==> src/rtl/core/averaged_change_reporter_macros.svh <==
// assertion macros shared by the averaged change reporter rtl
`ifndef AVERAGED_CHANGE_REPORTER_MACROS_SVH
`define AVERAGED_CHANGE_REPORTER_MACROS_SVH

// same-cycle implication, checked out of reset
`define ACR_ASSERT_NOW(lbl, clk, rstn, ante, cons, msg) \
  lbl: assert property (@(posedge clk) disable iff (!rstn) (ante) |-> (cons)) else $error(msg);

// next-cycle implication, checked out of reset
`define ACR_ASSERT_NEXT(lbl, clk, rstn, ante, cons, msg) \
  lbl: assert property (@(posedge clk) disable iff (!rstn) (ante) |=> (cons)) else $error(msg);

`endif

==> src/rtl/core/acr_pkg.sv <==
// constants, register codes and state type of the averaged change reporter
package acr_pkg;

  // ring depth and derived widths
  localparam int MAX_SAMPLES = 64;
  localparam int ADDR_W      = $clog2(MAX_SAMPLES);
  localparam int CNT_W       = $clog2(MAX_SAMPLES + 1);
  localparam int DATA_W      = 12;
  localparam int SUM_W       = DATA_W + ADDR_W;
  localparam int DIV_CNT_W   = $clog2(SUM_W + 1);
  localparam int SC_W        = 7;
  localparam int CMP_W       = (CNT_W > SC_W) ? CNT_W : SC_W;

  // configuration port
  localparam int CFG_ADDR_W = 3;
  localparam int CFG_DATA_W = 12;

  localparam logic [CFG_ADDR_W-1:0] REG_SAMPLE_COUNT   = 3'd0;
  localparam logic [CFG_ADDR_W-1:0] REG_SENSITIVITY    = 3'd1;
  localparam logic [CFG_ADDR_W-1:0] REG_LIMIT_LOW      = 3'd2;
  localparam logic [CFG_ADDR_W-1:0] REG_LIMIT_HIGH     = 3'd3;
  localparam logic [CFG_ADDR_W-1:0] REG_REPORT_AVERAGE = 3'd4;

  // sequencer states
  typedef enum logic [5:0] {
    ST_IDLE  = 6'b000001,
    ST_RD    = 6'b000010,
    ST_UPD   = 6'b000100,
    ST_SWEEP = 6'b001000,
    ST_DIV   = 6'b010000,
    ST_DONE  = 6'b100000
  } st_t;

endpackage

==> src/rtl/core/averaged_change_reporter.sv <==
// averaged change reporter: moving average ring with deadband publishing
//
//  channel | direction | handshake         | contents
//  in_     | input     | tvalid/tready     | tdata: distance[11:0], force_publish[12]
//  out_    | output    | tvalid/tready     | tdata: reported_value, average; tuser: publish
//  cfg_    | input     | we, no wait       | addr selects register, wdata value
//
// An item normally passes a read of the displaced ring entry, an update and
// write-back, 18 steps of the bit-serial divider and a final state that
// forms the result. After sample_count is written, the next item sweeps the
// ring once to rebuild the sum over the effective ring length (sample_count
// held to 1..64).
// Reset (rst_n low, synchronous) clears control state and the ring valid bits,
// so the ring reads as zeros at once. One item is in work at a time; a new
// word is taken while a finished result still waits in the output register.
module averaged_change_reporter (
  input  logic        clk,
  input  logic        rst_n,
  input  logic        in_tvalid,
  output logic        in_tready,
  input  logic [15:0] in_tdata,   // [11:0] distance, [12] force_publish, rest zero
  output logic        out_tvalid,
  input  logic        out_tready,
  output logic [23:0] out_tdata,  // [11:0] reported_value, [23:12] average
  output logic [0:0]  out_tuser,  // [0] publish
  input  logic                           cfg_we,
  input  logic [acr_pkg::CFG_ADDR_W-1:0] cfg_addr,
  input  logic [acr_pkg::CFG_DATA_W-1:0] cfg_wdata
);

  localparam int MAX_SAMPLES = acr_pkg::MAX_SAMPLES;
  localparam int ADDR_W      = acr_pkg::ADDR_W;
  localparam int CNT_W       = acr_pkg::CNT_W;
  localparam int DATA_W      = acr_pkg::DATA_W;
  localparam int SUM_W       = acr_pkg::SUM_W;
  localparam int DIV_CNT_W   = acr_pkg::DIV_CNT_W;
  localparam int SC_W        = acr_pkg::SC_W;
  localparam int CMP_W       = acr_pkg::CMP_W;

  // configuration registers
  logic [SC_W-1:0]   sample_count_r;
  logic [DATA_W-1:0] sensitivity_r;
  logic [DATA_W-1:0] limit_low_r;
  logic [DATA_W-1:0] limit_high_r;
  logic              report_average_r;
  logic              stale_r;

  // sequencer and item state
  acr_pkg::st_t      state_r;
  logic [DATA_W-1:0] dist_r;
  logic              force_r;
  logic [ADDR_W-1:0] wp_r;
  logic [ADDR_W-1:0] write_pointer_r;
  logic [CNT_W-1:0]  fill_r;
  logic [SUM_W-1:0]  sum_r;
  logic [DATA_W-1:0] last_rep_r;
  logic [CNT_W-1:0]  sw_cnt_r;
  logic              pend_r;

  // divider
  logic [SUM_W-1:0]     quo_r;
  logic [CNT_W-1:0]     rem_r;
  logic [DIV_CNT_W-1:0] div_cnt_r;

  // ring memory and valid bits
  logic [DATA_W-1:0]      ring_mem [MAX_SAMPLES];
  logic [MAX_SAMPLES-1:0] valid_r;
  logic [DATA_W-1:0]      rd_data_r;
  logic                   rd_vld_r;
  logic [ADDR_W-1:0]      rd_addr;
  logic                   mem_we;

  // output register
  logic              out_valid_r;
  logic              out_pub_r;
  logic [DATA_W-1:0] out_val_r;
  logic [DATA_W-1:0] out_avg_r;

  // combinational helpers
  logic [CNT_W-1:0]  n_eff;
  logic [CMP_W-1:0]  sc_ext;
  logic [ADDR_W-1:0] wp_start;
  logic [CNT_W-1:0]  wp_inc;
  logic [DATA_W-1:0] rd_word;
  logic [SUM_W-1:0]  sum_inc;
  logic [SUM_W-1:0]  sum_sweep;
  logic [CNT_W:0]    trial;
  logic              trial_ge;
  logic [DATA_W-1:0] avg;
  logic [DATA_W-1:0] test_val;
  logic [DATA_W:0]   band_hi;
  logic [DATA_W:0]   val_plus;
  logic              in_band;
  logic              pub_raw;
  logic              filling;
  logic              pub;
  logic              out_free;
  logic              in_acc;

  // effective ring length
  always_comb begin
    sc_ext = CMP_W'(sample_count_r);
    if (sample_count_r == '0) begin
      n_eff = CNT_W'(1);
    end else if (sc_ext > CMP_W'(MAX_SAMPLES)) begin
      n_eff = CNT_W'(MAX_SAMPLES);
    end else begin
      n_eff = CNT_W'(sc_ext);
    end
  end

  assign in_tready = (state_r == acr_pkg::ST_IDLE);
  assign in_acc    = in_tvalid && in_tready;
  assign wp_start  = (CNT_W'(write_pointer_r) < n_eff) ? write_pointer_r : '0;
  assign wp_inc    = CNT_W'(wp_r) + CNT_W'(1);

  // ring read data, unwritten entries read as zero
  assign rd_word   = rd_vld_r ? rd_data_r : '0;
  assign sum_inc   = (sum_r - SUM_W'(rd_word)) + SUM_W'(dist_r);
  assign sum_sweep = sum_r + (pend_r ? SUM_W'(rd_word) : '0);
  assign rd_addr   = (state_r == acr_pkg::ST_SWEEP) ? sw_cnt_r[ADDR_W-1:0] : wp_r;
  assign mem_we    = (state_r == acr_pkg::ST_UPD);

  // divider trial subtract
  assign trial    = {rem_r, quo_r[SUM_W-1]};
  assign trial_ge = (trial >= (CNT_W+1)'(n_eff));

  // publish decision
  assign avg      = quo_r[DATA_W-1:0];
  assign test_val = report_average_r ? avg : dist_r;
  assign band_hi  = {1'b0, last_rep_r} + {1'b0, sensitivity_r};
  assign val_plus = {1'b0, test_val} + {1'b0, sensitivity_r};
  assign in_band  = (val_plus >= {1'b0, last_rep_r}) && ({1'b0, test_val} <= band_hi);
  assign pub_raw  = force_r ||
                    (!in_band && (test_val >= limit_low_r) && (test_val <= limit_high_r));
  assign filling  = (fill_r < n_eff);
  assign pub      = pub_raw && !filling;
  assign out_free = !out_valid_r || out_tready;

  // configuration writes
  always_ff @(posedge clk) begin
    if (!rst_n) begin
      sample_count_r   <= SC_W'(5);
      sensitivity_r    <= DATA_W'(2);
      limit_low_r      <= '0;
      limit_high_r     <= '1;
      report_average_r <= 1'b1;
    end else if (cfg_we) begin
      unique case (cfg_addr)
        acr_pkg::REG_SAMPLE_COUNT:   sample_count_r   <= cfg_wdata[SC_W-1:0];
        acr_pkg::REG_SENSITIVITY:    sensitivity_r    <= cfg_wdata[DATA_W-1:0];
        acr_pkg::REG_LIMIT_LOW:      limit_low_r      <= cfg_wdata[DATA_W-1:0];
        acr_pkg::REG_LIMIT_HIGH:     limit_high_r     <= cfg_wdata[DATA_W-1:0];
        acr_pkg::REG_REPORT_AVERAGE: report_average_r <= cfg_wdata[0];
        default: ;
      endcase
    end
  end

  // ring memory, one write and one registered read per cycle
  always_ff @(posedge clk) begin
    if (mem_we) begin
      ring_mem[wp_r] <= dist_r;
    end
    rd_data_r <= ring_mem[rd_addr];
    rd_vld_r  <= valid_r[rd_addr];
  end

  // valid bits
  always_ff @(posedge clk) begin
    if (!rst_n) begin
      valid_r <= '0;
    end else if (mem_we) begin
      valid_r[wp_r] <= 1'b1;
    end
  end

  // sequencer
  always_ff @(posedge clk) begin
    if (!rst_n) begin
      state_r         <= acr_pkg::ST_IDLE;
      write_pointer_r <= '0;
      fill_r          <= '0;
      sum_r           <= '0;
      last_rep_r      <= '0;
      stale_r         <= 1'b0;
      pend_r          <= 1'b0;
      sw_cnt_r        <= '0;
      div_cnt_r       <= '0;
      out_valid_r     <= 1'b0;
    end else begin
      if (out_valid_r && out_tready) begin
        out_valid_r <= 1'b0;
      end
      if (cfg_we && (cfg_addr == acr_pkg::REG_SAMPLE_COUNT)) begin
        stale_r <= 1'b1;
      end
      unique case (state_r)
        acr_pkg::ST_IDLE: begin
          if (in_acc) begin
            state_r <= acr_pkg::ST_RD;
          end
        end
        acr_pkg::ST_RD: begin
          state_r <= acr_pkg::ST_UPD;
        end
        acr_pkg::ST_UPD: begin
          write_pointer_r <= (wp_inc >= n_eff) ? '0 : wp_inc[ADDR_W-1:0];
          div_cnt_r       <= '0;
          if (stale_r) begin
            sum_r    <= '0;
            sw_cnt_r <= '0;
            pend_r   <= 1'b0;
            state_r  <= acr_pkg::ST_SWEEP;
          end else begin
            sum_r   <= sum_inc;
            state_r <= acr_pkg::ST_DIV;
          end
        end
        acr_pkg::ST_SWEEP: begin
          sum_r <= sum_sweep;
          if (sw_cnt_r < n_eff) begin
            sw_cnt_r <= sw_cnt_r + CNT_W'(1);
            pend_r   <= 1'b1;
          end else begin
            pend_r  <= 1'b0;
            stale_r <= 1'b0;
            state_r <= acr_pkg::ST_DIV;
          end
        end
        acr_pkg::ST_DIV: begin
          div_cnt_r <= div_cnt_r + DIV_CNT_W'(1);
          if (div_cnt_r == DIV_CNT_W'(SUM_W - 1)) begin
            state_r <= acr_pkg::ST_DONE;
          end
        end
        acr_pkg::ST_DONE: begin
          if (out_free) begin
            out_valid_r <= 1'b1;
            if (filling) begin
              fill_r <= fill_r + CNT_W'(1);
            end
            if (pub) begin
              last_rep_r <= test_val;
            end
            state_r <= acr_pkg::ST_IDLE;
          end
        end
        default: state_r <= acr_pkg::ST_IDLE;
      endcase
    end
  end

  // item capture, divider datapath and output words
  always_ff @(posedge clk) begin
    if (in_acc) begin
      dist_r  <= in_tdata[DATA_W-1:0];
      force_r <= in_tdata[DATA_W];
      wp_r    <= wp_start;
    end
    if ((state_r == acr_pkg::ST_UPD) && !stale_r) begin
      quo_r <= sum_inc;
      rem_r <= '0;
    end else if ((state_r == acr_pkg::ST_SWEEP) && !(sw_cnt_r < n_eff)) begin
      quo_r <= sum_sweep;
      rem_r <= '0;
    end else if (state_r == acr_pkg::ST_DIV) begin
      rem_r <= trial_ge ? CNT_W'(trial - (CNT_W+1)'(n_eff)) : trial[CNT_W-1:0];
      quo_r <= {quo_r[SUM_W-2:0], trial_ge};
    end
    if ((state_r == acr_pkg::ST_DONE) && out_free) begin
      out_pub_r <= pub;
      out_val_r <= pub ? test_val : '0;
      out_avg_r <= avg;
    end
  end

  assign out_tvalid = out_valid_r;
  assign out_tdata  = {out_avg_r, out_val_r};
  assign out_tuser  = out_pub_r;

  // checks
  `include "averaged_change_reporter_macros.svh"

  `ACR_ASSERT_NEXT(a_accept_starts, clk, rst_n, in_acc, state_r == acr_pkg::ST_RD, "accepted word did not start the read")
  `ACR_ASSERT_NOW(a_quiet_value, clk, rst_n, out_valid_r && !out_pub_r, out_val_r == '0, "reported value nonzero without publish")
  `ACR_ASSERT_NEXT(a_result_loaded, clk, rst_n, (state_r == acr_pkg::ST_DONE) && out_free, out_valid_r && (state_r == acr_pkg::ST_IDLE), "finished result not loaded")
  `ACR_ASSERT_NOW(a_fill_bound, clk, rst_n, 1'b1, fill_r <= CNT_W'(MAX_SAMPLES), "fill count beyond ring depth")
  `ACR_ASSERT_NOW(a_sweep_end, clk, rst_n, state_r == acr_pkg::ST_SWEEP, sw_cnt_r <= n_eff, "sweep ran past the ring length")

endmodule
==> config.mk <==
export PLATFORM = sky130hd
export DESIGN_NAME = averaged_change_reporter
export DESIGN_NICKNAME = d
export VERILOG_FILES = /design/src/rtl/core/acr_pkg.sv /design/src/rtl/core/averaged_change_reporter.sv
export VERILOG_INCLUDE_DIRS = /design/src /design/src/rtl/core
export SDC_FILE = /design/constraint.sdc
export NUM_CORES = 1
export LEC_CHECK = 0
export ABC_AREA = 1
export BUFFER_PORTS_ARGS = -buffer_cell sky130_fd_sc_hd__buf_2
export CAP_MARGIN = 20
export CORE_ASPECT_RATIO = 0.9
export CORE_MARGIN = 4
export CORE_UTILIZATION = 65
export CTS_CLUSTER_SIZE = 30
export DETAILED_ROUTE_END_ITERATION = 8
export PLACE_DENSITY = 0.81
export SETUP_SLACK_MARGIN = 0.02
export SKIP_LAST_GASP = 1
export SYNTH_ARGS = -nofsm -noshare
export SYNTH_HDL_FRONTEND = slang
export SYNTH_SLANG_ARGS = --single-unit
==> constraint.sdc <==
create_clock -name clk -period 11.78 [get_ports clk]
set_input_delay 1.767 -clock clk [delete_from_list [all_inputs] [get_ports clk]]
set_output_delay 1.767 -clock clk [all_outputs]
set_load 0.1 [all_outputs]
Yosys cells after proc, flatten, opt, wreduce, memory -nomap -nowiden. Memories as Yosys holds them, arrays and structs flattened. A register that Yosys moved wholly into a read port is not among the register bits. Cells that the tools add are included.

Register bits: 242. Bits in latches: 0. Bits in writable memories: 768. Bits in read-only memories: 0. Input bits: 36. Output and inout port bits: 27. Word-level logic and storage cells: 139. Memories kept: 1.

Memories: ring_mem (words 64, bits a word 12, rd ports 1, clocked after memory_dff 1, write ports 1, line averaged_change_reporter.sv:66) `logic [DATA_W-1:0] ring_mem [MAX_SAMPLES];`.

Add/sub/neg operators: 10. Multiply operators: 0. Div/mod/pow operators: 0. Magnitude comparators: 13. Eq/ne operators: 17. Shift-type cells: 0. Muxes and demuxes: 38. Bitwise operators: 1. Reductions and logical operators: 34.

Operators with widths (number): 18-bit 2-to-1 mux (4); 64-bit OR (1); 18-bit by 12-bit adder with 18-bit output (2); 12-bit 2-to-1 mux (3); 6-bit 2-to-1 mux (6); 18-bit case mux with 2 select lines (1); 6-bit case mux with 6 select lines (1); 7-bit 2-to-1 mux (5); 12-bit by 12-bit adder with 13-bit output (2); 18-bit by 12-bit subtractor with 18-bit output (1); 7-bit by 1-bit adder with 7-bit output (second input constant) (2); 6-bit by 7-bit < comparator with 1-bit output (second input constant) (2); 7-bit < comparator (2); 7-bit case mux with 2 select lines (1); 13-bit by 12-bit greater-or-equal comparator with 1-bit output (1); 12-bit by 13-bit less-or-equal comparator with 1-bit output (1); 12-bit greater-or-equal comparator (1); 12-bit less-or-equal comparator (1); 1-bit 2-to-1 mux (12); 2-bit AND reduction (6); 1-bit logical AND (11); 5-bit case mux with 2 select lines (1); 3-bit AND reduction (3); 8-bit by 7-bit greater-or-equal comparator with 1-bit output (1); 31 further kinds (42).

Longest topological paths before layout.
Depth after elaboration: 10. Depth in mapped cells: 30. Mapped depth without buffers: 29.

Least setup slack after synthesis. No wires, ideal clock.

Path type: reg2reg. From: reg state_r[5]. To: reg dist_r[0], enable pin. Setup time: 0.395 ns. Arrival time: 4.835 ns. Required time: 11.385 ns. Slack: 6.550 ns. Cell stages (with the launch flop): 6. Buffers on the path: 0. Clock period less this slack: 5.230 ns. Cells stage by stage: dfxtp_1 -> nor2_4 -> inv_1 -> nor4_1 -> inv_1 -> nor2_1.

Longest elaborated chain between the ends: 2.

RTL lines: from (decl) (line averaged_change_reporter.sv:49) `acr_pkg::st_t state_r;`; from (signal assigned) (line averaged_change_reporter.sv:181) `state_r <= acr_pkg::ST_IDLE;`; from (signal assigned) (line averaged_change_reporter.sv:201) `state_r <= acr_pkg::ST_RD;`; from (signal assigned) (line averaged_change_reporter.sv:205) `state_r <= acr_pkg::ST_UPD;`; 6-bit by 1-bit equality test with 1-bit output (line averaged_change_reporter.sv:112) `assign in_tready = (state_r == acr_pkg::ST_IDLE);`; named net in_tready (line averaged_change_reporter.sv:20) `output logic in_tready,`; 1-bit logical AND (line averaged_change_reporter.sv:113) `assign in_acc = in_tvalid && in_tready;`; named net in_acc (line averaged_change_reporter.sv:98) `logic in_acc;`; to (signal assigned) (line averaged_change_reporter.sv:257) `dist_r <= in_tdata[DATA_W-1:0];`; to (decl) (line averaged_change_reporter.sv:50) `logic [DATA_W-1:0] dist_r;`.

The timed path passes the listed nets, and every way through them passes these cells. A chain may end at the register's enable or synchronous reset.

Worst setup path in the final report.
From: reg report_average_r. To: reg last_rep_r[7].

Longest elaborated chain between the ends: 10. Elaborated cells on any way between the ends: 13. Classes of those cells: 1 x add/sub; 4 x order compare; 1 x mux; 7 x reduce/logical.

RTL lines: from (decl) (line averaged_change_reporter.sv:45) `logic report_average_r;`; from (signal assigned) (line averaged_change_reporter.sv:154) `acr_pkg::REG_REPORT_AVERAGE: report_average_r <= cfg_wdata[0];`; 12-bit 2-to-1 mux (*) (line averaged_change_reporter.sv:130) `assign test_val = report_average_r ? avg : dist_r;`; named net test_val[2] (line averaged_change_reporter.sv:90) `logic [DATA_W-1:0] test_val;`; 12-bit by 12-bit adder with 13-bit output (line averaged_change_reporter.sv:132) `assign val_plus = {1'b0, test_val} + {1'b0, sensitivity_r};`; 13-bit by 12-bit greater-or-equal comparator with 1-bit output (line averaged_change_reporter.sv:133) `assign in_band = (val_plus >= {1'b0, last_rep_r}) && ({1'b0, test_val} <= band_hi);`; 1-bit logical AND (line averaged_change_reporter.sv:133); 1-bit logical NOT (line averaged_change_reporter.sv:135) `(!in_band && (test_val >= limit_low_r) && (test_val <= limit_high_r));`; 1-bit logical AND (line averaged_change_reporter.sv:135); 1-bit logical AND (*) (line averaged_change_reporter.sv:135); 1-bit logical OR (*) (line averaged_change_reporter.sv:134) `assign pub_raw = force_r ||`; 1-bit logical AND (*) (line averaged_change_reporter.sv:137) `assign pub = pub_raw && !filling;`; 3-bit AND reduction (no line) (*); to (signal assigned) (line averaged_change_reporter.sv:244) `last_rep_r <= test_val;`; to (decl) (line averaged_change_reporter.sv:56) `logic [DATA_W-1:0] last_rep_r;`.

Mark *: on every way through the listed nets, which the timed path passes. The rest lies on a longest branch.

==> impl_metrics.yaml <==
synthesis:
  synth_edf_count: 830
  synth-seq-cells: 1022
  yosys.area_share.adder_pct: 4.55
  synth_mux_area_share_pct: 0
  post_synth_xor_area_fraction_pct: 0.969
  synth.top_cell.area_share_pct: 54.1
  synthArstFlopShare_pct: 0
  synth.avg_cell_area_um2: 10.4
  yosysWarnings: 0
  synth-compound-area-share_pct: 13.6
  synthFlopType: "edfxtp_1"
  synth_top_family_by_area: "compound AO/OA/AOI/OAI gates"
  ys_seq_area_share_pct: 62.4
  synth_cells: 4442
  netlist-cell-type-count: 43
  synth_simple_gate_area_share_pct: 11.9
  synthTopCellsByArea: "edfxtp_1 54%, dfxtp_1 8.3%, o21ai_0 5.8%"
  synth_area_leader_cell: "edfxtp_1"
  synth_nets: 4636
  syn_area_um2: 46100
clocking:
  cts_buffers: 97
  cts_resized: 0
  clk_latency_ns: 0.68
  cts_tree: "done"
  htree_levels: 3
  post_cts_buffers: 0
  hold_buffers: 0
  clk_path_buf_depth: 3
  path_clk_slew_ns: 0.06
  ctsRootBufferMaster: "clkbuf_16"
  cts_num_sinks: 1022
timing:
  worstMarginPinSlew_ns: 1.17
  fmax_ghz: 0.179
  tns_ns: 0
  whs_ns: 0.449
  skew_ns: 0.0451
  period_needed_ns: 5.57
  hold_viol: 0
  slew_headroom_pct: 21.7
  period_share_pct: 47.3
  final_max_slew_viol_count: 0
  rsz0062_at_grt: "false"
  setup_viol: 0
worst_setup_path:
  required_ns: 12.35
  worstSetupEndpointType: "flop"
  r2r-start: "report_average_r$_SDFFE_PN1P_"
  rrSetupSlack_ns: 6.21
  r2r-end: "last_rep_r[7]$_SDFFE_PN0P_"
  worstPathArrival_ns: 6.15
  path_class: "flop to flop"
  ff2ff_path_depth: 24
  path_max_fanout: 25
  critPathLaunchType: "flop"
floorplanning:
  io_pins: 63
  die_w_um: 289
  die_h_um: 261
  start_util_pct: 65.8
  die_area_um2: 75200
  rows: 92
  core-area_um2: 70100
placed_design:
  gp_congestion: 0.929
  dp_hpwl_um: 70800
  io_buffers: 59
  placed_cells: 5313
  place_area_um2: 47400
flow_run:
  max-cap-violations: 0
global_routing:
  grt_most_used_layer: "met2"
  grtUsageMet1_pct: 42.6
  gr-usage-all-layers_pct: 31.4
  grt_pass1_vias: 32655
  met3_usage_pct: 6.83
  grt_use_met2_pct: 49.5
  grt_pass1_wl_um: 181000
  antenna_found_initial: 8
  grt_remaining_overflow: 0
  grt_max_degree: 249
worst_hold_path:
  holdPathEnd: "out_avg_r[2]$_DFFE_PP_"
  hold_path_startpoint: "quo_r[2]$_DFFE_PP_"
  hp-class: "flop to flop"
  holdPathStages: 0
status:
  status: "finished clean"
detailed_routing:
  drcViolationCount: 0
  viasPerCell: 6.13
  ant_nets: 0
  routedWlPerCell_um: 21.6
  first_iter_violations: 4794
  first_pass_iters: 6
  vias: 33816
  routed_wl_um: 119000
finish:
  final_common_cell: "edfxtp_1"
  area_delta_synth_final_pct: 10.3
  final_cells: 5512
  mostFrequentLayoutCells: "830 x edfxtp_1, 588 x nor2_1, 534 x o21ai_0"
  fin_nets: 4679
  stdcell_area_um2: 50800
  drive_above_1_share_pct: 7.46
pwr:
  power.density_nw_per_um2: 163
  ir_worst_vdd_mv: 0.177
  leakage_nw: 19.3
layout make-up:
class	instances	area (um^2)
clock buffer	148	2930
tap	940	1180
inverter	537	2020
multi-input combinational	2661	14400
antenna	2	5.00
timing repair buffer	166	1160
fill	4570	19300
clock inverter	36	373
sequential	1022	28800
cells in the mapped netlist (9+ instances only):
library cell,number
nand4_1,29
nor2_1,590
a21oi_1,334
fa_1,16
nor3_1,27
o21ai_1,20
o211ai_1,198
edfxtp_1,830
ha_1,142
buf_1,10
clkbuf_1,125
nand2_1,358
o21ai_0,535
inv_1,524
buf_2,79
xor2_1,34
xnor2_1,17
a31oi_1,9
dfxtp_1,192
nand3_1,291
critical path, cell delays in order (launching register included):
cell and delay, ns:
dfxtp_1 0.59, o21ai_0 0.76, inv_1 0.27, ha_1 0.44, nand2_1 0.06, o21ai_0 0.36, a21oi_1 0.16, o21ai_0 0.30
xor2_1 0.20, ha_1 0.28, a21oi_1 0.15, nand2_1 0.07, nor2_1 0.10, nand2_1 0.06, nand2_1 0.06, nand2_1 0.05
nand2_1 0.05, nand2_1 0.07, nand2_1 0.06, nand2_1 0.04, nand2_1 0.44, nand3_1 0.57, nand2_1 0.20, inv_1 0.05
nor2_1 0.09
logic make-up (layout without fill, tap and decap cells):
family          Yosys count  after routing
simple gates           1317           1317
compound gates         1135           1135
flops                  1022           1022
buf+inv                 759            887
fa+ha+maj               158            158
xor+xnor                 51             51
other cells               0              2
sequential cells by signal, indices dropped and copies added, names as in the netlist, 6 cells and up:
register	flops
ring_mem	768
limit_high_r	12
sw_cnt_r	7
sum_r	18
out_val_r	12
dist_r	12
wp_r	6
state_r	6
fill_r	7
rem_r	7
quo_r	18
write_pointer_r	6
valid_r	64
rd_data_r	12
limit_low_r	12
last_rep_r	12
sample_count_r	7
out_avg_r	12
sensitivity_r	12
routing by layer:
metal | wire length, um | up-vias | part of all wire, %
li1 | - | 15566 | -
met1 | 45500 | 16038 | 38
met2 | 55300 | 1872 | 46
met3 | 13000 | 334 | 11
met4 | 5070 | 6 | 4.3
met5 | 36 | - | 0.030
stage by stage:
stage	util [%]	setup WS (ns)	power, mW
2_1_floorplan	-	6.55	4.81
4_1_cts	72.3	6.34	8.28
3_5_place_dp	67.6	6.39	5.14
3_3_place_gp	67.5	6.40	5.10
5_1_grt	72.5	5.70	8.56
6_report	72.5	6.21	8.30
how the worst max path moves through the flow:
stage	from	end	slack, ns	cells after the start
after global routing	report_average_r$_SDFFE_PN1P_	last_rep_r[7]$_SDFFE_PN0P_	5.70	26
after CTS	dist_r[3]$_DFFE_PP_	last_rep_r[7]$_SDFFE_PN0P_	6.34	25
final	report_average_r$_SDFFE_PN1P_	last_rep_r[7]$_SDFFE_PN0P_	6.21	24
after global placement	report_average_r$_SDFFE_PN1P_	last_rep_r[3]$_SDFFE_PN0P_	6.40	24
after floorplan	state_r[5]$_SDFFE_PN0P_	dist_r[0]$_DFFE_PP_	6.55	5
after detailed placement	report_average_r$_SDFFE_PN1P_	last_rep_r[7]$_SDFFE_PN0P_	6.39	24
power breakdown:
group	leakage, nW	switching [mW]	internal, mW	total [mW]
clock network	1.63	1.38	1.82	3.20
logic	8.65	0.807	0.294	1.10
registers	9.03	0.0287	3.98	4.01
(Power assumes the default switching activity.)
